<file path="src/hdl/swal_pkg.sv">
// Shared types, constants and helpers for the sliding window action limiter.
package swal_pkg;

  // Default sizing of the limiter.
  localparam int unsigned NUM_ACTIONS_DEF   = 8;
  localparam int unsigned HISTORY_DEPTH_DEF = 128;
  localparam int unsigned TIME_BITS_DEF     = 48;

  // Register reset values.
  localparam logic [31:0] WINDOW_MS_RST      = 32'd60000;
  localparam logic [7:0]  SPIN_LIMIT_RST     = 8'd100;
  localparam logic [7:0]  PAYMENT_LIMIT_RST  = 8'd10;
  localparam logic [7:0]  DEFAULT_LIMIT_RST  = 8'd50;
  localparam logic [2:0]  SPIN_ACTION_RST    = 3'd0;
  localparam logic [2:0]  PAYMENT_ACTION_RST = 3'd1;
  localparam logic [30:0] MAX_AMOUNT_RST     = 31'd1000000;

  // Register indexes on the configuration port.
  localparam logic [2:0] REG_WINDOW_MS      = 3'd0;
  localparam logic [2:0] REG_SPIN_LIMIT     = 3'd1;
  localparam logic [2:0] REG_PAYMENT_LIMIT  = 3'd2;
  localparam logic [2:0] REG_DEFAULT_LIMIT  = 3'd3;
  localparam logic [2:0] REG_SPIN_ACTION    = 3'd4;
  localparam logic [2:0] REG_PAYMENT_ACTION = 3'd5;
  localparam logic [2:0] REG_MAX_AMOUNT     = 3'd6;

  // Request kinds and verdict codes.
  localparam logic       KIND_GAME        = 1'b0;
  localparam logic       KIND_PAYMENT     = 1'b1;
  localparam logic [1:0] VERDICT_ACCEPTED = 2'd0;
  localparam logic [1:0] VERDICT_LIMITED  = 2'd1;
  localparam logic [1:0] VERDICT_INVALID  = 2'd2;

  typedef struct packed {
    logic               kind;
    logic [2:0]         action_id;
    logic signed [31:0] amount_cents;
    logic [47:0]        now_ms;
  } req_t;

  typedef struct packed {
    logic       accepted;
    logic [1:0] verdict;
    logic [7:0] window_count;
  } res_t;

  typedef struct packed {
    logic [31:0] window_ms;
    logic [7:0]  spin_limit;
    logic [7:0]  payment_limit;
    logic [7:0]  default_limit;
    logic [2:0]  spin_action;
    logic [2:0]  payment_action;
    logic [30:0] max_amount_cents;
  } cfg_t;

  // Commands from the controller to the datapath.
  typedef struct packed {
    logic load;          // capture the request
    logic fetch;         // copy ring pointers, read the head stamp
    logic reply_invalid; // report a rejected payment
    logic rd_issue;      // read the stamp at the working head
    logic pop;           // drop the head entry
    logic decide;        // limit check, append, write back, report
  } cmd_t;

  // Status from the datapath to the controller.
  typedef struct packed {
    logic invalid;    // captured payment has a bad amount
    logic fetch_zero; // ring of the captured action is empty
    logic cur_zero;   // working count is zero
    logic expired;    // stamp just read is older than the window
  } sts_t;

  // Folds a 3-bit id into the range of n actions (for n >= 2) by repeated subtraction.
  function automatic logic [2:0] fold_act(logic [2:0] v, int unsigned n);
    logic [2:0] r;
    r = v;
    for (int i = 0; i < 3; i++) begin
      if (32'(r) >= n) begin
        r = 3'(32'(r) - n);
      end
    end
    return r;
  endfunction

endpackage

</file>
<file path="src/hdl/swal_ctrl.sv">
// Controller state machine of the sliding window action limiter.
module swal_ctrl (
  input  logic           clk,
  input  logic           rst_n,
  input  logic           start,
  output logic           busy,
  input  swal_pkg::sts_t sts,
  output swal_pkg::cmd_t cmd
);

  typedef enum logic [2:0] {
    S_IDLE,
    S_FETCH,
    S_READ,
    S_CHECK,
    S_DECIDE
  } state_t;

  state_t state_r, state_nxt;
  logic   busy_r;

  assign busy = busy_r;

  always_comb begin
    state_nxt = state_r;
    cmd       = '0;
    unique case (state_r)
      S_IDLE: begin
        if (start) begin
          cmd.load  = 1'b1;
          state_nxt = S_FETCH;
        end
      end
      S_FETCH: begin
        cmd.fetch = 1'b1;
        if (sts.invalid) begin
          cmd.reply_invalid = 1'b1;
          state_nxt         = S_IDLE;
        end else if (sts.fetch_zero) begin
          state_nxt = S_DECIDE;
        end else begin
          state_nxt = S_CHECK;
        end
      end
      S_READ: begin
        if (sts.cur_zero) begin
          state_nxt = S_DECIDE;
        end else begin
          cmd.rd_issue = 1'b1;
          state_nxt    = S_CHECK;
        end
      end
      S_CHECK: begin
        if (sts.expired) begin
          cmd.pop   = 1'b1;
          state_nxt = S_READ;
        end else begin
          state_nxt = S_DECIDE;
        end
      end
      S_DECIDE: begin
        cmd.decide = 1'b1;
        state_nxt  = S_IDLE;
      end
      default: state_nxt = S_IDLE;
    endcase
  end

  always_ff @(posedge clk) begin
    if (!rst_n) begin
      state_r <= S_IDLE;
      busy_r  <= 1'b0;
    end else begin
      state_r <= state_nxt;
      busy_r  <= (state_nxt != S_IDLE);
    end
  end

endmodule

</file>
<file path="config.mk">
export PLATFORM = sky130hd
export DESIGN_NAME = swal_ctrl
export DESIGN_NICKNAME = d
export VERILOG_FILES = /design/src/hdl/swal_pkg.sv /design/src/hdl/swal_ctrl.sv
export SDC_FILE = /design/constraint.sdc
export NUM_CORES = 1
export LEC_CHECK = 0
export ABC_AREA = 1
export BUFFER_PORTS_ARGS = -buffer_cell sky130_fd_sc_hd__buf_2
export CAP_MARGIN = 30
export CELL_PAD_IN_SITES_DETAIL_PLACEMENT = 1
export CELL_PAD_IN_SITES_GLOBAL_PLACEMENT = 2
export CORE_AREA = 2 2 39 41
export DETAILED_ROUTE_END_ITERATION = 8
export DIE_AREA = 0 0 41 43
export PLACE_DENSITY = 0.75
export SYNTH_ARGS = -nofsm -noshare
export SYNTH_HDL_FRONTEND = slang
export SYNTH_SLANG_ARGS = --single-unit
export TNS_END_PERCENT = 50
</file>
<file path="constraint.sdc">
create_clock -name clk -period 1.4 [get_ports clk]
set_input_delay 0.14 -clock clk [delete_from_list [all_inputs] [get_ports clk]]
set_output_delay 0.14 -clock clk [all_outputs]
set_load 0.005 [all_outputs]
</file>
==> results.ini <==
[worst_setup_path]
start_kind = flip-flop
path_cells = inv_2, nor2_4, nand3_2, inv_1, buf_2
slowest_stage = dfxtp_1
crit_buf_inv = 3
cp-startpoint = state_r[1]
critPathCaptureType = primary output
path_delay_family = flip-flops
cp_data_arrival_time_ns = 1.05
crit_required_ns = 1.26
crit_path_max_incr_delay_ns = 0.40
rr_startpoint = state_r[0]
worstSetupPathType = flip-flop to primary output
crit_fanout = 4

[cts]
clkTransAtPathRegs_ns = 0.04
post_cts_buffers = 0
cts_made_buffers = 3
worst_skew_pair.late_latency_ns = 0.23
clockBufferDepth = 2
tritoncts = yes
htreeDepth = 1
cts_resized = 0
clock-sinks = 4
postCtsHoldBufs = 0
cts_root_buffer = clkbuf_4

[synth]
synth_sequential_area_ratio_pct = 32.82
synth_fp_nets = 46
syn_inst = 39
synth_top_area_cell = dfxtp_1
synth_top_area_share_pct = 32.82
syn_area_per_cell_um2 = 6.256
yosysWarnings = 0
synth_area_leaders = dfxtp_1 (33%), inv_1 (17%), nand3_1 (16%)
syn_area_um2 = 244.0
ys_ff_latch = 4
ys_types = 11

[drt]
wl_met1_um = 260
wl_met3_um = 41
highest_layer = met4
drc_errors = 0
ant_nets = 0
wl_met2_um = 313
first_iter_violations = 0
vias = 300
wire_per_inst_um = 8.873
vias_per_cell = 4.225
dr.pass1.iters = 1
drt-total-wl_um = 630

[power]
vdd.ir_drop.worst_uv = 325.4
leakage_uw = 0.0002382
p_per_area_nw_per_um2 = 915.3

[cells_and_area]
fin_cells = 71
synthToLayoutAreaGrowth_pct = 44.10
drive_gt1_share_pct = 38.18
antenna_cells = 0
nets = 64

[job]
drv_cap = 0

[sta]
fin_tns_setup_ns = 0
setup_viol = 0
fin_worst_skew_ns = 0.004849
timing.fmax_mhz = 838.6
slew_viol_final = 0
tightest_slew_ns = 0.2422
maxSlewHeadroom_pct = 83.83
hold_violations = 0
min_period_ns = 1.192
rsz0062_at_grt = no
period_share_pct = 85.17

[die]
chipWidth_um = 41
io_pins = 14
die_h_um = 43
coreArea_um2 = 1384
fp-row-count = 14
die_area_um2 = 1763
floorplan.initialDensity_pct = 17.63

[global_routing]
grt_max_degree = 8
overflow = 0
grt_pass1_wl_mm = 1.041
track_usage_pct = 9.127
antenna_found_initial = 0
grt_pass1_vias = 287

[placement]
dpl.hpwl_um = 557.2
portBuffers = 13
gp_congestion = 0.6606
placedCellCount = 68

[run_status]
status = finished, final reports clean

[hold_path]
min_path_type = primary input to flip-flop
hold_start = rst_n

final cells by class:
| class | count | area (um2) |
|---|---|---|
| clock buffers | 3 | 22.52 |
| fillers | 192 | 1032 |
| inverters | 13 | 48.80 |
| multi-input cells | 22 | 115.1 |
| flip-flops and latches | 4 | 80.08 |
| well taps | 16 | 20.02 |
| repair buffers | 13 | 65.06 |
per-stage QoR:
stage               hold WS (ns)  worst slack, ns  total power (uW)  instance area [um2]  util [%]
detailed placement        0.3926           0.4060             184.3                329.1     23.78
finish                    0.1561           0.2076             321.8                351.6     25.41
floorplan                 0.2564           0.5090             157.5                244.0         -
CTS                       0.1530           0.1833             332.5                351.6     25.41
global route              0.1874           0.1254             349.2                351.6     25.41
global placement          0.3916           0.3976             184.2                329.1     23.78
final timing paths:
path / to / slack (ns) / cells after the start
worst max-delay path: cmd[2] / 0.21 / 5
worst min-delay path: state_r[2] / 0.16 / 3
worst min register to register: state_r[0] / 0.64 / 3
worst max register to register: busy / 0.40 / 5
flip-flops by register name (all words and copies together) (netlist names):
signal / count
busy: 1
state_r: 3
worst min-delay path: stages:
cell and delay [ns]:
buf_2 0.10, nand2_1 0.07, inv_1 0.05
Yosys cell counts:
master,instances
nor2_1,4
dfxtp_1,4
inv_2,2
nor2_4,1
nor3_1,1
nand3_2,1
nand3_1,8
inv_1,11
nand4_1,2
nand2_1,4
nor2_2,1
layout by cell type, fill, tap and decap left out:
cell type  count
buf_2         13
clkbuf_4       3
dfxtp_1        4
inv_1         11
inv_2          2
nand2_1        4
nand3_1        8
nand3_2        1
nand4_1        2
nor2_1         4
nor2_2         1
nor2_4         1
nor3_1         1
kinds of logic (layout without fill, tap and decap cells):
kind of cell           count (synthesis)  in the layout  share of synthesized area, %
buffers and inverters                 13             29                         20.00
flip-flops                             4              4                         32.82
AND/OR/NAND/NOR                       22             22                         47.18
metal layers:
metal,track usage [%],up-vias
met5,0,-
met4,10.00,0
met3,1.571,2
met2,13.13,10
met1,9.936,135
li1,-,153
where the power goes:
| group | total (uW) | switching [uW] | leakage (uW) | internal, uW |
|---|---|---|---|---|
| clock network | 140 | 44.7 | 0.0000138 | 95.7 |
| registers | 130 | 7.59 | 0.0000328 | 122 |
| logic | 51.9 | 27.8 | 0.000192 | 24.1 |
No activity file was read; power rests on OpenSTA's default activity.
