==> src/hdl/swal_pkg.sv <==
// Shared types, constants and helpers for the sliding window action limiter.
package swal_pkg;

  // Default sizing of the limiter.
  localparam int unsigned NUM_ACTIONS_DEF   = 8;
  localparam int unsigned HISTORY_DEPTH_DEF = 128;
  localparam int unsigned TIME_BITS_DEF     = 48;

  // Register reset values.
  localparam logic [31:0] WINDOW_MS_RST      = 32'd60000;
  localparam logic [7:0]  SPIN_LIMIT_RST     = 8'd100;
  localparam logic [7:0]  PAYMENT_LIMIT_RST  = 8'd10;
  localparam logic [7:0]  DEFAULT_LIMIT_RST  = 8'd50;
  localparam logic [2:0]  SPIN_ACTION_RST    = 3'd0;
  localparam logic [2:0]  PAYMENT_ACTION_RST = 3'd1;
  localparam logic [30:0] MAX_AMOUNT_RST     = 31'd1000000;

  // Register indexes on the configuration port.
  localparam logic [2:0] REG_WINDOW_MS      = 3'd0;
  localparam logic [2:0] REG_SPIN_LIMIT     = 3'd1;
  localparam logic [2:0] REG_PAYMENT_LIMIT  = 3'd2;
  localparam logic [2:0] REG_DEFAULT_LIMIT  = 3'd3;
  localparam logic [2:0] REG_SPIN_ACTION    = 3'd4;
  localparam logic [2:0] REG_PAYMENT_ACTION = 3'd5;
  localparam logic [2:0] REG_MAX_AMOUNT     = 3'd6;

  // Request kinds and verdict codes.
  localparam logic       KIND_GAME        = 1'b0;
  localparam logic       KIND_PAYMENT     = 1'b1;
  localparam logic [1:0] VERDICT_ACCEPTED = 2'd0;
  localparam logic [1:0] VERDICT_LIMITED  = 2'd1;
  localparam logic [1:0] VERDICT_INVALID  = 2'd2;

  typedef struct packed {
    logic               kind;
    logic [2:0]         action_id;
    logic signed [31:0] amount_cents;
    logic [47:0]        now_ms;
  } req_t;

  typedef struct packed {
    logic       accepted;
    logic [1:0] verdict;
    logic [7:0] window_count;
  } res_t;

  typedef struct packed {
    logic [31:0] window_ms;
    logic [7:0]  spin_limit;
    logic [7:0]  payment_limit;
    logic [7:0]  default_limit;
    logic [2:0]  spin_action;
    logic [2:0]  payment_action;
    logic [30:0] max_amount_cents;
  } cfg_t;

  // Commands from the controller to the datapath.
  typedef struct packed {
    logic load;          // capture the request
    logic fetch;         // copy ring pointers, read the head stamp
    logic reply_invalid; // report a rejected payment
    logic rd_issue;      // read the stamp at the working head
    logic pop;           // drop the head entry
    logic decide;        // limit check, append, write back, report
  } cmd_t;

  // Status from the datapath to the controller.
  typedef struct packed {
    logic invalid;    // captured payment has a bad amount
    logic fetch_zero; // ring of the captured action is empty
    logic cur_zero;   // working count is zero
    logic expired;    // stamp just read is older than the window
  } sts_t;

  // Folds a 3-bit id into the range of n actions (for n >= 2) by repeated subtraction.
  function automatic logic [2:0] fold_act(logic [2:0] v, int unsigned n);
    logic [2:0] r;
    r = v;
    for (int i = 0; i < 3; i++) begin
      if (32'(r) >= n) begin
        r = 3'(32'(r) - n);
      end
    end
    return r;
  endfunction

endpackage

==> src/hdl/swal_cfg.sv <==
// Configuration register file of the sliding window action limiter.
module swal_cfg (
  input  logic               clk,
  input  logic               rst_n,
  input  logic               cfg_valid,
  output logic               cfg_ready,
  input  logic [2:0]         cfg_index,
  input  logic [31:0]        cfg_wdata,
  output swal_pkg::cfg_t     cfg
);

  swal_pkg::cfg_t cfg_r;

  assign cfg_ready = 1'b1;
  assign cfg       = cfg_r;

  always_ff @(posedge clk) begin
    if (!rst_n) begin
      cfg_r.window_ms        <= swal_pkg::WINDOW_MS_RST;
      cfg_r.spin_limit       <= swal_pkg::SPIN_LIMIT_RST;
      cfg_r.payment_limit    <= swal_pkg::PAYMENT_LIMIT_RST;
      cfg_r.default_limit    <= swal_pkg::DEFAULT_LIMIT_RST;
      cfg_r.spin_action      <= swal_pkg::SPIN_ACTION_RST;
      cfg_r.payment_action   <= swal_pkg::PAYMENT_ACTION_RST;
      cfg_r.max_amount_cents <= swal_pkg::MAX_AMOUNT_RST;
    end else if (cfg_valid) begin
      unique case (cfg_index)
        swal_pkg::REG_WINDOW_MS:      cfg_r.window_ms        <= cfg_wdata;
        swal_pkg::REG_SPIN_LIMIT:     cfg_r.spin_limit       <= cfg_wdata[7:0];
        swal_pkg::REG_PAYMENT_LIMIT:  cfg_r.payment_limit    <= cfg_wdata[7:0];
        swal_pkg::REG_DEFAULT_LIMIT:  cfg_r.default_limit    <= cfg_wdata[7:0];
        swal_pkg::REG_SPIN_ACTION:    cfg_r.spin_action      <= cfg_wdata[2:0];
        swal_pkg::REG_PAYMENT_ACTION: cfg_r.payment_action   <= cfg_wdata[2:0];
        swal_pkg::REG_MAX_AMOUNT:     cfg_r.max_amount_cents <= cfg_wdata[30:0];
        default: ;
      endcase
    end
  end

endmodule

==> config.mk <==
export PLATFORM = sky130hd
export DESIGN_NAME = swal_cfg
export DESIGN_NICKNAME = d
export VERILOG_FILES = /design/src/hdl/swal_pkg.sv /design/src/hdl/swal_cfg.sv
export SDC_FILE = /design/constraint.sdc
export NUM_CORES = 1
export LEC_CHECK = 0
export ABC_CLOCK_PERIOD_IN_PS = 3200
export BUFFER_PORTS_ARGS = -buffer_cell sky130_fd_sc_hd__buf_2
export CAP_MARGIN = 10
export CORE_ASPECT_RATIO = 1.25
export CORE_UTILIZATION = 48
export CTS_BUF_LIST = sky130_fd_sc_hd__clkbuf_16
export DETAILED_ROUTE_END_ITERATION = 6
export GPL_ROUTABILITY_DRIVEN = 0
export PLACE_DENSITY = 0.78
export SETUP_SLACK_MARGIN = 0.15
export SYNTH_ARGS = -nofsm -noshare
export SYNTH_HDL_FRONTEND = slang
export SYNTH_SLANG_ARGS = --single-unit
export TNS_END_PERCENT = 5
==> constraint.sdc <==
create_clock -name clk -period 3.2 [get_ports clk]
set_clock_uncertainty 0.05 [all_clocks]
set_input_delay 0.32 -clock clk [delete_from_list [all_inputs] [get_ports clk]]
set_output_delay 0.32 -clock clk [all_outputs]
set_load 0.005 [all_outputs]
==> summary.md <==
| Metric | Value |
|---|---|
| Nets@finish | 518 |
| Hold Crit Start | cfg_wdata[31] |
| EDFF count, synth | 0 |
| Pwr Density | 536.6 mW/mm² |
| Syn Nets | 399 |
| Die area | 0.008004 mm² |
| Mapped Area | 0.003671 mm² |
| Final Hold Viols | 0 |
| Synthesized area per cell | around 10 µm² |
| Max_cap viols | 0 |
| Post-CTS resize count | 0 |
| Clk slew on worst S/H paths | 0.07 ns |
| Largest net degree at the start of global routing | 78 |
| Final setup TNS | 0 ns |
| Leading area contributor after synthesis | dfxtp_1 |
| Final Critical Period | 1.530 ns |
| CTS tree | yes |
| Metal2 WL | about 3800 µm |
| Vias in the first global route | 2672 |
| CTS Hold Bufs | 0 |
| DR vias | 2841 |
| Most frequent cell after synthesis | nand2_1 |
| Max reg flops | 93 |
| Top-level I/O count | around 130 |
| CTS H-Tree Depth | 3 |
| Distinct cells, synth | 16 |
| GRT Util Overall | 0.2027 |
| Seq/Total Area, Yosys | 0.5072 |
| Reg2reg end | cfg[33] |
| Core area | 0.007401 mm² |
| M1 wire length | about 3400 µm |
| Worst slew margin | 0.3578 |
| Antenna violations before repair | 0 |
| Critical Path Start Type | primary input |
| Static Leak | 2.178 nW |
| Total wire length | roughly 7900 µm |
| FF-to-FF Start | cfg[33] |
| PortBufs | 130 |
| Post-CTS setup buffers | 0 |
| Initial Utilization | 0.4960 |
| DRC Markers | 0 |
| Global-route wire length before repair | 12450 µm |
| Reg-to-reg slack, setup | approximately 2.5 ns |
| Final setup vio count | 0 |
| Clk buf depth | 2 |
| Maximum vdd drop | 0.3920 mV |
| DRT antenna net count | 0 |
| Drt via density | 4.924 |
| Worst Tran Pin Value | 0.9582 ns |
| CTS Sinks | 93 |
| CP max FO | 13 |
| Die width | 80.22 µm |
| Top cell type's share of synthesized area | 0.5072 |
| CTS root buf | clkbuf_16 |
| Pre-Repair DR Iteration Count | 4 |
| Seq cells post-synth | 93 |
| Drt wl/cell | 13.71 µm |
| Share of layout cells above drive strength 1 | 0.3155 |
| Metal3 WL | 557 µm |
| Synth top cells by count | 100 x nand2_1, 93 x dfxtp_1, 93 x mux2i_1, 39 x nor2b_1, 11 x clkbuf_1 |
| FMAX | 0.6538 GHz |
| Post-Synthesis Cells | 361 |
| Ant. Diodes | 0 |
| Synth Flop Type | dfxtp_1 |
| Highest routed layer | met4 |
| Crit Path Category | in -> reg |
| Clk_lat worst skew | roughly 0.33 ns |
| Cts bufs inserted | 9 |
| Synth warn | 0 |
| Cell Rows | 35 |
| Synth async-reset ratio | 0 |
| FILL cells | 641 |
| Final Cycle Share | 0.4780 |
| Status | finished clean |
| R2R depth | 2 |
| Detail Placement HPWL | 5554 µm |
| Die Ht | between 90 and 100 µm |
| CP arrival | 1.72 ns |
| Slew Limit Fails | 0 |
| Worst hold stages | 3 |
| Overflow after GRT | 0 |
| HP Class | in -> reg |
| Reg area | 0.001862 mm² |
| Crit. End Element | flop |
| Setup repair after global routing missed its margin | no |
| Initial DRC Count | 68 |
| Total Power | 2.500 mW |
| Synth-to-Final Area Change | 26.89% |
| Ranking of synthesized cells by area | dfxtp_1 51%, mux2i_1 25%, nand2_1 10% |
| Required time worst endpoint | 3.39 ns |
| Footprint of the multi-input gates | 0.001654 mm² |
| Min-Delay Endpoint | cfg[92] |
## placed cells by master (no fill, tap or decap), drive strengths merged
cell type / instances
buf: 135
nand2: 100
mux2i: 93
dfxtp: 93
nor2b: 39
clkbuf: 9
clkinv: 4
nand4b: 3
bufinv: 2
nor4b: 1
nand4bb: 1
nor4bb: 1
and4bb: 1
and4b: 1
conb: 1
inv: 1
## per-stage QoR
step	area, µm²	hold WS (ns)	worst slack (ns)	utilization	instances
finish	4658	0.1876	1.671	0.6294	577
global route	4658	0.1945	1.517	0.6294	577
CTS	4658	0.1848	1.662	0.6294	577
detailed placement	4334	0.3933	1.322	0.5856	561
global placement	4334	0.3893	1.385	0.5856	561
floorplan	3671	0.4011	1.840	-	361
## layer usage
layer | global-route usage | up-vias
met5 | 0 | -
met4 | 0.09203 | 0
met3 | 0.06364 | 15
met2 | 0.3452 | 94
met1 | 0.2299 | 1312
li1 | - | 1420
## power by group
part / internal (mW) / switching (mW) / leakage [nW]
clock network: 0.688 / 0.448 / 0.158
logic: 0.0775 / 0.0904 / 1.27
registers: 1.18 / 0.0126 / 0.754
total: 1.95 / 0.551 / 2.18
## worst max path at each step
| stage | from | end | slack, ns |
|---|---|---|---|
| 3_5_place_dp | cfg_index[0] | cfg[2] | 1.32 |
| 4_1_cts | cfg_index[0] | cfg[3] | 1.66 |
| 6_report | cfg_index[0] | cfg[3] | 1.67 |
| 2_1_floorplan | cfg_index[1] | cfg[61] | 1.84 |
| 5_1_grt | cfg_index[0] | cfg[5] | 1.52 |
| 3_3_place_gp | cfg_index[0] | cfg[14] | 1.38 |
## worst max-delay path, cell delays in order
cell and delay [ns]:
buf_2 0.15, nand4b_1 0.84, mux2i_1 0.41
## layout make-up
cell class / instances / share of cell area
clock buffer: 9 / 0.04835
clock inverter: 7 / 0.02122
multi-input combinational: 241 / 0.3551
sequential: 93 / 0.3997
tap: 92 / 0.02471
timing repair buffer: 135 / 0.1510
## cells by family after synthesis
group,after synthesis,synth area share
mux,93,0.2536
buf+inv,27,0.04397
other cells,1,0.001022
simple gates,147,0.1943
flops,93,0.5072
Power figures use the tool's default switching activity.
